<file path="src/design/maf_pkg.sv">
`default_nettype none

package maf_pkg;

  // Field and register widths
  localparam int SAMPLE_W   = 16;
  localparam int MODE_W     = 3;
  localparam int CUTOFF_W   = 16;
  localparam int RES_W      = 8;
  localparam int ALPHA_W    = 16;
  localparam int STATE_W    = 32;
  localparam int CFG_IDX_W  = 3;
  localparam int CFG_DATA_W = 16;

  // Datapath widths
  localparam int COEF_SHIFT = 3;
  localparam int COEF_W     = CUTOFF_W - COEF_SHIFT;
  localparam int Q_W        = 8;
  localparam int HIGH_W     = 35;
  localparam int MUL_B_W    = ALPHA_W + 1;
  localparam int PROD_W     = 48;
  localparam int FRAC_W     = 8;
  localparam int SUM_W      = PROD_W - FRAC_W + 1;
  localparam int SAT_W      = HIGH_W - FRAC_W;
  localparam int OP_SHIFT   = 15;
  localparam int DC_SHIFT   = 14;

  // Numeric limits
  localparam int SAMPLE_MAX   = 32767;
  localparam int SAMPLE_MIN   = -32768;
  localparam int SVF_MAX_24_8 = 32767 * 256;
  localparam int SVF_MIN_24_8 = -32768 * 256;
  localparam int Q_BASE       = 255;
  localparam int Q_MIN        = 8;
  localparam int DC_SHIFT_MAX = 31;

  // Configuration register indexes
  localparam logic [CFG_IDX_W-1:0] CFG_FILTER_MODE = 3'd0;
  localparam logic [CFG_IDX_W-1:0] CFG_CUTOFF      = 3'd1;
  localparam logic [CFG_IDX_W-1:0] CFG_RESONANCE   = 3'd2;
  localparam logic [CFG_IDX_W-1:0] CFG_ALPHA       = 3'd3;

  // Filter modes
  localparam logic [MODE_W-1:0] MODE_LOW_PASS  = 3'd0;
  localparam logic [MODE_W-1:0] MODE_HIGH_PASS = 3'd1;
  localparam logic [MODE_W-1:0] MODE_BAND_PASS = 3'd2;
  localparam logic [MODE_W-1:0] MODE_ONE_POLE  = 3'd3;
  localparam logic [MODE_W-1:0] MODE_DC_BLOCK  = 3'd4;

  typedef enum logic [3:0] {
    ST_IDLE,
    ST_SVF_HIGH,
    ST_SVF_FH,
    ST_SVF_BAND,
    ST_SVF_FB,
    ST_SVF_FIN,
    ST_OP_MUL,
    ST_OP_FIN,
    ST_DC_FIN,
    ST_PASS_FIN
  } maf_state_t;

  typedef enum logic [3:0] {
    OP_NONE,
    OP_MUL_QB,
    OP_HIGH,
    OP_MUL_FH,
    OP_BAND,
    OP_MUL_FB,
    OP_SVF_FIN,
    OP_MUL_DA,
    OP_ONE_POLE_FIN,
    OP_DC_FIN,
    OP_PASS_FIN
  } maf_op_t;

  typedef struct packed {
    logic    capture;
    maf_op_t op;
  } maf_cmd_t;

endpackage

`default_nettype wire

</file>
<file path="src/design/maf_ctrl.sv">
`default_nettype none

module maf_ctrl (
  input  wire logic                          clk,
  input  wire logic                          rst,
  input  wire logic                          in_valid,
  output logic                               in_stall,
  output logic                               out_valid,
  input  wire logic                          out_stall,
  input  wire logic [maf_pkg::MODE_W-1:0]    filter_mode,
  output maf_pkg::maf_cmd_t                  cmd
);

  maf_pkg::maf_state_t state;
  maf_pkg::maf_state_t state_next;
  logic                out_free;
  logic                load_out;

  assign in_stall = (state != maf_pkg::ST_IDLE);
  assign out_free = !out_valid || !out_stall;

  always_ff @(posedge clk) begin
    if (rst) begin
      state <= maf_pkg::ST_IDLE;
    end else begin
      state <= state_next;
    end
  end

  always_comb begin
    state_next = state;
    unique case (state)
      maf_pkg::ST_IDLE: begin
        if (in_valid) begin
          if (filter_mode <= maf_pkg::MODE_BAND_PASS) begin
            state_next = maf_pkg::ST_SVF_HIGH;
          end else if (filter_mode == maf_pkg::MODE_ONE_POLE) begin
            state_next = maf_pkg::ST_OP_MUL;
          end else if (filter_mode == maf_pkg::MODE_DC_BLOCK) begin
            state_next = maf_pkg::ST_DC_FIN;
          end else begin
            state_next = maf_pkg::ST_PASS_FIN;
          end
        end
      end
      maf_pkg::ST_SVF_HIGH: state_next = maf_pkg::ST_SVF_FH;
      maf_pkg::ST_SVF_FH:   state_next = maf_pkg::ST_SVF_BAND;
      maf_pkg::ST_SVF_BAND: state_next = maf_pkg::ST_SVF_FB;
      maf_pkg::ST_SVF_FB:   state_next = maf_pkg::ST_SVF_FIN;
      maf_pkg::ST_OP_MUL:   state_next = maf_pkg::ST_OP_FIN;
      maf_pkg::ST_SVF_FIN,
      maf_pkg::ST_OP_FIN,
      maf_pkg::ST_DC_FIN,
      maf_pkg::ST_PASS_FIN: begin
        if (out_free) begin
          state_next = maf_pkg::ST_IDLE;
        end
      end
      default: state_next = maf_pkg::ST_IDLE;
    endcase
  end

  always_comb begin
    cmd.capture = 1'b0;
    cmd.op      = maf_pkg::OP_NONE;
    load_out    = 1'b0;
    unique case (state)
      maf_pkg::ST_IDLE: begin
        if (in_valid) begin
          cmd.capture = 1'b1;
          // the first SVF product needs only the stored band value
          if (filter_mode <= maf_pkg::MODE_BAND_PASS) begin
            cmd.op = maf_pkg::OP_MUL_QB;
          end
        end
      end
      maf_pkg::ST_SVF_HIGH: cmd.op = maf_pkg::OP_HIGH;
      maf_pkg::ST_SVF_FH:   cmd.op = maf_pkg::OP_MUL_FH;
      maf_pkg::ST_SVF_BAND: cmd.op = maf_pkg::OP_BAND;
      maf_pkg::ST_SVF_FB:   cmd.op = maf_pkg::OP_MUL_FB;
      maf_pkg::ST_OP_MUL:   cmd.op = maf_pkg::OP_MUL_DA;
      maf_pkg::ST_SVF_FIN: begin
        if (out_free) begin
          cmd.op   = maf_pkg::OP_SVF_FIN;
          load_out = 1'b1;
        end
      end
      maf_pkg::ST_OP_FIN: begin
        if (out_free) begin
          cmd.op   = maf_pkg::OP_ONE_POLE_FIN;
          load_out = 1'b1;
        end
      end
      maf_pkg::ST_DC_FIN: begin
        if (out_free) begin
          cmd.op   = maf_pkg::OP_DC_FIN;
          load_out = 1'b1;
        end
      end
      maf_pkg::ST_PASS_FIN: begin
        if (out_free) begin
          cmd.op   = maf_pkg::OP_PASS_FIN;
          load_out = 1'b1;
        end
      end
      default: begin
        cmd.capture = 1'b0;
        cmd.op      = maf_pkg::OP_NONE;
        load_out    = 1'b0;
      end
    endcase
  end

  always_ff @(posedge clk) begin
    if (rst) begin
      out_valid <= 1'b0;
    end else if (load_out) begin
      out_valid <= 1'b1;
    end else if (!out_stall) begin
      out_valid <= 1'b0;
    end
  end

endmodule

`default_nettype wire

</file>
<file path="src/design/maf_datapath.sv">
`default_nettype none

module maf_datapath (
  input  wire logic                                clk,
  input  wire logic                                rst,
  input  wire maf_pkg::maf_cmd_t                   cmd,
  input  wire logic [maf_pkg::MODE_W-1:0]          filter_mode,
  input  wire logic [maf_pkg::CUTOFF_W-1:0]        cutoff,
  input  wire logic [maf_pkg::RES_W-1:0]           resonance,
  input  wire logic [maf_pkg::ALPHA_W-1:0]         alpha,
  input  wire logic signed [maf_pkg::SAMPLE_W-1:0] sample_in,
  input  wire logic                                end_of_block,
  output logic signed [maf_pkg::SAMPLE_W-1:0]      sample_out,
  output logic                                     end_of_block_out
);

  localparam int SW = maf_pkg::STATE_W;
  localparam int HW = maf_pkg::HIGH_W;
  localparam int BW = maf_pkg::MUL_B_W;
  localparam int PW = maf_pkg::PROD_W;
  localparam int FW = maf_pkg::FRAC_W;
  localparam int UW = maf_pkg::SUM_W;
  localparam int TW = maf_pkg::SAT_W;
  localparam int XW = maf_pkg::SAMPLE_W;
  localparam int DW = XW + 2;

  localparam logic signed [UW-1:0] SVF_HI = UW'(maf_pkg::SVF_MAX_24_8);
  localparam logic signed [UW-1:0] SVF_LO = UW'(maf_pkg::SVF_MIN_24_8);
  localparam logic signed [TW-1:0] SAT_HI = TW'(maf_pkg::SAMPLE_MAX);
  localparam logic signed [TW-1:0] SAT_LO = TW'(maf_pkg::SAMPLE_MIN);
  localparam logic signed [9:0]    Q_BASE = 10'(maf_pkg::Q_BASE);
  localparam logic signed [9:0]    Q_MIN  = 10'(maf_pkg::Q_MIN);
  localparam logic [maf_pkg::ALPHA_W-1:0] SHIFT_CAP =
    maf_pkg::ALPHA_W'(maf_pkg::DC_SHIFT_MAX);

  function automatic logic [SW-1:0] clamp_state(input logic signed [UW-1:0] v);
    logic signed [UW-1:0] r;
    r = v;
    if (v > SVF_HI) begin
      r = SVF_HI;
    end else if (v < SVF_LO) begin
      r = SVF_LO;
    end
    return r[SW-1:0];
  endfunction

  function automatic logic [XW-1:0] sat16(input logic signed [TW-1:0] v);
    logic signed [TW-1:0] r;
    r = v;
    if (v > SAT_HI) begin
      r = SAT_HI;
    end else if (v < SAT_LO) begin
      r = SAT_LO;
    end
    return r[XW-1:0];
  endfunction

  // Filter state and working registers
  logic [SW-1:0]          first_state;
  logic [SW-1:0]          second_state;
  logic signed [XW-1:0]   x_reg;
  logic                   eob_reg;
  logic signed [HW-1:0]   high_reg;
  logic signed [PW-1:0]   prod;

  logic [maf_pkg::COEF_W-1:0] coef_f;
  logic signed [9:0]          q_raw;
  logic [maf_pkg::Q_W-1:0]    q_val;
  logic signed [HW-1:0]       band_ext;
  logic signed [HW-1:0]       low_ext;
  logic signed [DW-1:0]       op_diff;
  logic signed [HW-1:0]       mul_a;
  logic signed [BW-1:0]       mul_b;
  logic signed [HW+BW-1:0]    mul_full;
  logic signed [PW-FW-1:0]    prod_sh;
  logic signed [HW-1:0]       high_calc;
  logic signed [UW-1:0]       band_sum;
  logic signed [UW-1:0]       low_sum;
  logic [SW-1:0]              band_new;
  logic [SW-1:0]              low_new;
  logic signed [HW-1:0]       svf_sel;
  logic [XW-1:0]              svf_out;
  logic [SW-1:0]              op_acc;
  logic [4:0]                 dc_shift;
  logic signed [SW-1:0]       dc_acc_shr;
  logic [DW-1:0]              dc_diff;
  logic [SW-1:0]              dc_acc;
  logic [XW-1:0]              dc_out;

  assign coef_f = cutoff[maf_pkg::CUTOFF_W-1:maf_pkg::COEF_SHIFT];
  assign q_raw  = Q_BASE - $signed({1'b0, resonance, 1'b0});
  assign q_val  = (q_raw < Q_MIN) ? maf_pkg::Q_W'(Q_MIN) : q_raw[maf_pkg::Q_W-1:0];

  assign band_ext = {{(HW-SW){second_state[SW-1]}}, second_state};
  assign low_ext  = {{(HW-SW){first_state[SW-1]}}, first_state};
  assign op_diff  = {{(DW-XW){x_reg[XW-1]}}, x_reg}
                  - {first_state[SW-1], first_state[SW-1:maf_pkg::OP_SHIFT]};

  // Shared multiplier: operand pair chosen by the current step
  always_comb begin
    mul_a = '0;
    mul_b = '0;
    unique case (cmd.op)
      maf_pkg::OP_MUL_QB: begin
        mul_a = band_ext;
        mul_b = {{(BW-maf_pkg::Q_W){1'b0}}, q_val};
      end
      maf_pkg::OP_MUL_FH: begin
        mul_a = high_reg;
        mul_b = {{(BW-maf_pkg::COEF_W){1'b0}}, coef_f};
      end
      maf_pkg::OP_MUL_FB: begin
        mul_a = band_ext;
        mul_b = {{(BW-maf_pkg::COEF_W){1'b0}}, coef_f};
      end
      maf_pkg::OP_MUL_DA: begin
        mul_a = {{(HW-DW){op_diff[DW-1]}}, op_diff};
        mul_b = {1'b0, alpha};
      end
      default: begin
        mul_a = '0;
        mul_b = '0;
      end
    endcase
  end

  assign mul_full = mul_a * mul_b;
  assign prod_sh  = prod[PW-1:FW];

  // SVF update terms
  assign high_calc = {{(HW-XW-FW){x_reg[XW-1]}}, x_reg, {FW{1'b0}}}
                   - low_ext - prod_sh[HW-1:0];
  assign band_sum  = {{(UW-SW){second_state[SW-1]}}, second_state}
                   + {prod_sh[PW-FW-1], prod_sh};
  assign low_sum   = {{(UW-SW){first_state[SW-1]}}, first_state}
                   + {prod_sh[PW-FW-1], prod_sh};
  assign band_new  = clamp_state(band_sum);
  assign low_new   = clamp_state(low_sum);

  always_comb begin
    case (filter_mode)
      maf_pkg::MODE_LOW_PASS:  svf_sel = {{(HW-SW){low_new[SW-1]}}, low_new};
      maf_pkg::MODE_HIGH_PASS: svf_sel = high_reg;
      default:                 svf_sel = band_ext;
    endcase
  end

  assign svf_out = sat16(svf_sel[HW-1:FW]);

  // One-pole accumulator wraps at the state width
  assign op_acc = first_state + prod[SW-1:0];

  // DC blocker
  assign dc_shift   = (alpha > SHIFT_CAP) ? 5'(maf_pkg::DC_SHIFT_MAX) : alpha[4:0];
  assign dc_acc_shr = $signed(first_state) >>> dc_shift;
  assign dc_diff    = {{(DW-XW){x_reg[XW-1]}}, x_reg} - second_state[DW-1:0];
  assign dc_acc     = {dc_diff, {maf_pkg::DC_SHIFT{1'b0}}} + first_state - dc_acc_shr;
  assign dc_out     = sat16({{(TW-(SW-maf_pkg::DC_SHIFT)){dc_acc[SW-1]}},
                             dc_acc[SW-1:maf_pkg::DC_SHIFT]});

  always_ff @(posedge clk) begin
    if (rst) begin
      first_state  <= '0;
      second_state <= '0;
    end else begin
      unique case (cmd.op)
        maf_pkg::OP_BAND:         second_state <= band_new;
        maf_pkg::OP_SVF_FIN:      first_state  <= low_new;
        maf_pkg::OP_ONE_POLE_FIN: first_state  <= op_acc;
        maf_pkg::OP_DC_FIN: begin
          first_state  <= dc_acc;
          second_state <= {{(SW-XW){x_reg[XW-1]}}, x_reg};
        end
        default: begin
          first_state  <= first_state;
          second_state <= second_state;
        end
      endcase
    end
  end

  always_ff @(posedge clk) begin
    if (cmd.capture) begin
      x_reg   <= sample_in;
      eob_reg <= end_of_block;
    end
    if (cmd.op == maf_pkg::OP_HIGH) begin
      high_reg <= high_calc;
    end
    if (cmd.op == maf_pkg::OP_MUL_QB || cmd.op == maf_pkg::OP_MUL_FH ||
        cmd.op == maf_pkg::OP_MUL_FB || cmd.op == maf_pkg::OP_MUL_DA) begin
      prod <= mul_full[PW-1:0];
    end
    unique case (cmd.op)
      maf_pkg::OP_SVF_FIN: begin
        sample_out       <= svf_out;
        end_of_block_out <= eob_reg;
      end
      maf_pkg::OP_ONE_POLE_FIN: begin
        sample_out       <= op_acc[maf_pkg::OP_SHIFT+XW-1:maf_pkg::OP_SHIFT];
        end_of_block_out <= eob_reg;
      end
      maf_pkg::OP_DC_FIN: begin
        sample_out       <= dc_out;
        end_of_block_out <= eob_reg;
      end
      maf_pkg::OP_PASS_FIN: begin
        sample_out       <= x_reg;
        end_of_block_out <= eob_reg;
      end
      default: begin
        sample_out       <= sample_out;
        end_of_block_out <= end_of_block_out;
      end
    endcase
  end

endmodule

`default_nettype wire

</file>
<file path="src/design/multimode_audio_filter.sv">
`default_nettype none

// Multimode audio filter: one signed 16-bit sample word in, one filtered word
// out, with the end-of-block mark carried alongside. filter_mode picks a
// Chamberlin state-variable filter (low-pass, high-pass, band-pass; 24.8 fixed
// point, clamped states), a Q15 one-pole low-pass, or a DC blocker; codes 5 to
// 7 pass the sample through. The filter modes share two 32-bit state words
// that are not cleared on a mode change. One item is in flight at a time and
// a single multiplier with a registered product is shared by every multiply
// step: the SVF modes run three dependent products, each followed by an add
// step, the one-pole mode runs one product and an add step, and the DC
// blocker and passthrough run only their final step. A new word is accepted
// the cycle after the result is loaded into the output register, so a new
// word is never taken while one is still in flight, and a result held by
// out_stall also holds off the next word. Write the configuration registers
// only while the block is idle.

module multimode_audio_filter (
  input  wire logic                                   clk,
  input  wire logic                                   rst,
  // configuration write port
  input  wire logic                                   cfg_wr_en,
  input  wire logic [maf_pkg::CFG_IDX_W-1:0]          cfg_index,
  input  wire logic [maf_pkg::CFG_DATA_W-1:0]         cfg_data,
  // input channel
  input  wire logic                                   in_valid,
  output logic                                        in_stall,
  input  wire logic signed [maf_pkg::SAMPLE_W-1:0]    sample_in,
  input  wire logic                                   end_of_block,
  // output channel
  output logic                                        out_valid,
  input  wire logic                                   out_stall,
  output logic signed [maf_pkg::SAMPLE_W-1:0]         sample_out,
  output logic                                        end_of_block_out
);

  // Configuration registers
  logic [maf_pkg::MODE_W-1:0]   filter_mode;
  logic [maf_pkg::CUTOFF_W-1:0] cutoff;
  logic [maf_pkg::RES_W-1:0]    resonance;
  logic [maf_pkg::ALPHA_W-1:0]  alpha;

  maf_pkg::maf_cmd_t cmd;

  // Decode the register index; drop writes past the last register.
  always_ff @(posedge clk) begin
    if (rst) begin
      filter_mode <= '0;
      cutoff      <= '0;
      resonance   <= '0;
      alpha       <= '0;
    end else if (cfg_wr_en) begin
      unique case (cfg_index)
        maf_pkg::CFG_FILTER_MODE: filter_mode <= cfg_data[maf_pkg::MODE_W-1:0];
        maf_pkg::CFG_CUTOFF:      cutoff      <= cfg_data[maf_pkg::CUTOFF_W-1:0];
        maf_pkg::CFG_RESONANCE:   resonance   <= cfg_data[maf_pkg::RES_W-1:0];
        maf_pkg::CFG_ALPHA:       alpha       <= cfg_data[maf_pkg::ALPHA_W-1:0];
        default: begin
          filter_mode <= filter_mode;
        end
      endcase
    end
  end

  // Sequence the steps of one word and own the output handshake.
  maf_ctrl u_ctrl (
    .clk         (clk),
    .rst         (rst),
    .in_valid    (in_valid),
    .in_stall    (in_stall),
    .out_valid   (out_valid),
    .out_stall   (out_stall),
    .filter_mode (filter_mode),
    .cmd         (cmd)
  );

  // Shared multiplier, state words and output register.
  maf_datapath u_datapath (
    .clk              (clk),
    .rst              (rst),
    .cmd              (cmd),
    .filter_mode      (filter_mode),
    .cutoff           (cutoff),
    .resonance        (resonance),
    .alpha            (alpha),
    .sample_in        (sample_in),
    .end_of_block     (end_of_block),
    .sample_out       (sample_out),
    .end_of_block_out (end_of_block_out)
  );

endmodule

`default_nettype wire

</file>
<file path="config.mk">
export PLATFORM = sky130hd
export DESIGN_NAME = multimode_audio_filter
export DESIGN_NICKNAME = d
export VERILOG_FILES = /design/src/design/maf_pkg.sv /design/src/design/maf_ctrl.sv /design/src/design/maf_datapath.sv /design/src/design/multimode_audio_filter.sv
export SDC_FILE = /design/constraint.sdc
export NUM_CORES = 2
export LEC_CHECK = 0
export ABC_AREA = 1
export BUFFER_PORTS_ARGS = -buffer_cell sky130_fd_sc_hd__clkbuf_2
export CAP_MARGIN = 15
export CORE_UTILIZATION = 40
export DETAILED_ROUTE_END_ITERATION = 6
export GPL_ROUTABILITY_DRIVEN = 0
export HOLD_SLACK_MARGIN = 0.05
export PLACE_DENSITY_LB_ADDON = 0.08
export SYNTH_ARGS = -nofsm -noshare
export SYNTH_HDL_FRONTEND = slang
export SYNTH_HIERARCHICAL = 1
export SYNTH_SLANG_ARGS = --single-unit
</file>
<file path="constraint.sdc">
create_clock -name clk -period 11.3 [get_ports clk]
set_input_delay 0.565 -clock clk [delete_from_list [all_inputs] [get_ports clk]]
set_output_delay 0.565 -clock clk [all_outputs]
set_load 0.005 [all_outputs]
</file>
==> run summary <==
For this run, the slowest stage of the critical path takes 0.55 ns. The clock passes through at most 3 buffers. The final layout contains 7,874 nets. Across the routed clock network, the largest skew measured is 0.0225 ns. The number of gates resized after cts is 0. The reported leakage power is 25.9 nW.

The number of buffers inserted by port buffering is 59. The count of standard-cell rows is 124. The critical path class is register to register.

In the global route stage, met3 resource usage came out at 3.66%. The post-route antenna net violation count is 0. The die area is 0.118 mm^2. Along the worst path, the maximum fanout reaches 19. For the worst setup path, the data arrival time is 10.25 ns. The achievable clock frequency is 101 MHz. Hold repair after CTS inserted 0 buffers. After routing the design area is 0.0498 mm^2. The power density over cell area came out at 228 mW/mm^2.

In this run the most used layer during global routing was met2. CTS built an H-tree with a depth of 1. The worst hold margin is 0.0948 ns.

The number of pins with negative max-slew slack in the final report is 0. The horizontal extent of the die came out at 343 um. The via density per instance is 5.40. The cell area after technology mapping is 0.0465 mm^2.

Setup repair after global routing left no endpoint under its margin. The relative max-transition margin is 19.4%. The global-route wire length before repair is 277,000 um. The TritonCTS clock tree is built.

Wires add up to 186,000 um. The maximum number of pins on one net before global-route repair is 52. After the first detailed-routing iteration, the DRC count stood at 3,818. The kind of capture point of the worst setup path is a register.

The detailed placement HPWL came out at 157,000 um. The post-CTS setup buffer count is 0. For met2 alone, demand over resource in global routing was 51.9%. The area after detailed placement is 0.0487 mm^2. The number of buffers created by CTS came out at 31.

In the layout the commonest cells are 1,814 x sky130_fd_sc_hd__nand2_1, 1,407 x sky130_fd_sc_hd__inv_1, 686 x sky130_fd_sc_hd__nor2_1. The share of the cycle needed by the critical path after routing came out at 87.3%. The number of DRC violations after detailed routing came out at 7. The area growth from synthesis to layout came out at 7.05%.

The flip-flop count of the largest register after layout is 48. Leaving out fill and tap cells, the most frequent cell in the layout is sky130_fd_sc_hd__nand2_1. The worst supply voltage drop on vdd is 0.172 mV. The transition time at the pin with the least slew margin is 1.20 ns. Across the run, the number of max-cap violations was 0.

The global-route usage over all layers is 31.3%. At the worst endpoint, the required time is 11.69 ns. The die is 343 um tall. The post-synthesis average cell area came out at 6.72 um^2. The gate count after technology mapping came out at 6,921. Once the floorplan was initialized, standard cells occupied 40.5% of the core. The fraction of met1 tracks used by global routing came out at 40.9%. The floorplan core area is 0.115 mm^2.

The total number of vias is 45,800. The count of endpoints failing hold in the final timing report came to 0. The flow ran to the end, but the final reports show violations. The average routed wire per standard cell is 22.0 um. During synthesis, Yosys emitted a total of 6 warnings. The final setup TNS is 0 ns. The slowest stage of the critical path is the sky130_fd_sc_hd__fa_1 cell. The tightest min-delay check is of the input pin to register type.

In the final layout, the share of cells above drive strength 1 is 4.86%. The number of global-route vias before repair is 44,700. The startpoint type of the worst setup path is a register. The tree is rooted in a sky130_fd_sc_hd__clkbuf_16. The total clock sinks is 226.

The clock-pin transition on the worst setup and hold timing paths came out at 0.07 ns. The number of antenna violations at the first check in global routing is 7. The number of nets handed over by synthesis was 7,848. The number of detailed-route iterations in the first pass came out at 7.

The final number of setup-violating endpoints is 0. The source-to-sink clock delay at the later pin of the worst-skew pair is 0.64 ns. The final reports fail on design-rule violations. The remaining global-route overflow is 0.

The number of placed I/O pins is 60. The shortest clock period the worst path allows after layout came out at 9.87 ns.
==> final timing paths <==
check	start	to	cells past startpoint	slack [ns]
worst max register to register	u_ctrl/state[2]	u_datapath/prod[34]	40	1.43
worst max-delay path	u_ctrl/state[2]	u_datapath/prod[34]	40	1.43
worst min-delay path	sample_in[3]	u_datapath/x_reg[3]	1	0.09
worst min register to register	u_datapath/eob_reg	u_datapath/end_of_block_out	0	0.43
==> routing by layer <==
layer / wire (um) / part of all wire, %
met5: 27 / 0.014
met4: 9900 / 5.3
met3: 12800 / 6.9
met2: 85500 / 46
met1: 78100 / 42
==> cell type report <==
type | count | area (um^2)
tap | 1512 | 1890
clock buffer | 34 | 787
multi-input combinational | 5098 | 34800
inverter | 1443 | 5420
timing repair buffer | 147 | 972
fill | 12400 | 65000
sequential | 226 | 5700
antenna | 2 | 5.00
clock inverter | 24 | 249
==> worst max-delay path, delay by kind of cell (launching register included) <==
kind	cells	cell delay (ns)
simple gates	15	2.31
buf+inv	11	1.92
flops	1	0.35
fa+ha+maj	7	3.27
compound gates	6	1.62
xor+xnor	1	0.13
==> through the flow <==
stage / power [mW] / setup WS (ns) / utilization (%) / instances
after floorplan: 7.28 / 2.65 / - / 6921
after global placement: 10.1 / 1.48 / 42.4 / 8424
after detailed placement: 10.1 / 1.50 / 42.4 / 8424
after CTS: 11.2 / 1.55 / 43.3 / 8482
after global routing: 12.2 / 0.869 / 43.4 / 8484
final: 11.4 / 1.43 / 43.4 / 8486
==> power by group <==
| part | internal (mW) | switching (mW) | total (mW) |
|---|---|---|---|
| combinational | 2.62 | 5.94 | 8.57 |
| clock | 0.579 | 0.450 | 1.03 |
| sequential | 1.33 | 0.435 | 1.77 |
| total | 4.54 | 6.83 | 11.4 |
Power figures use the tool's default switching activity.
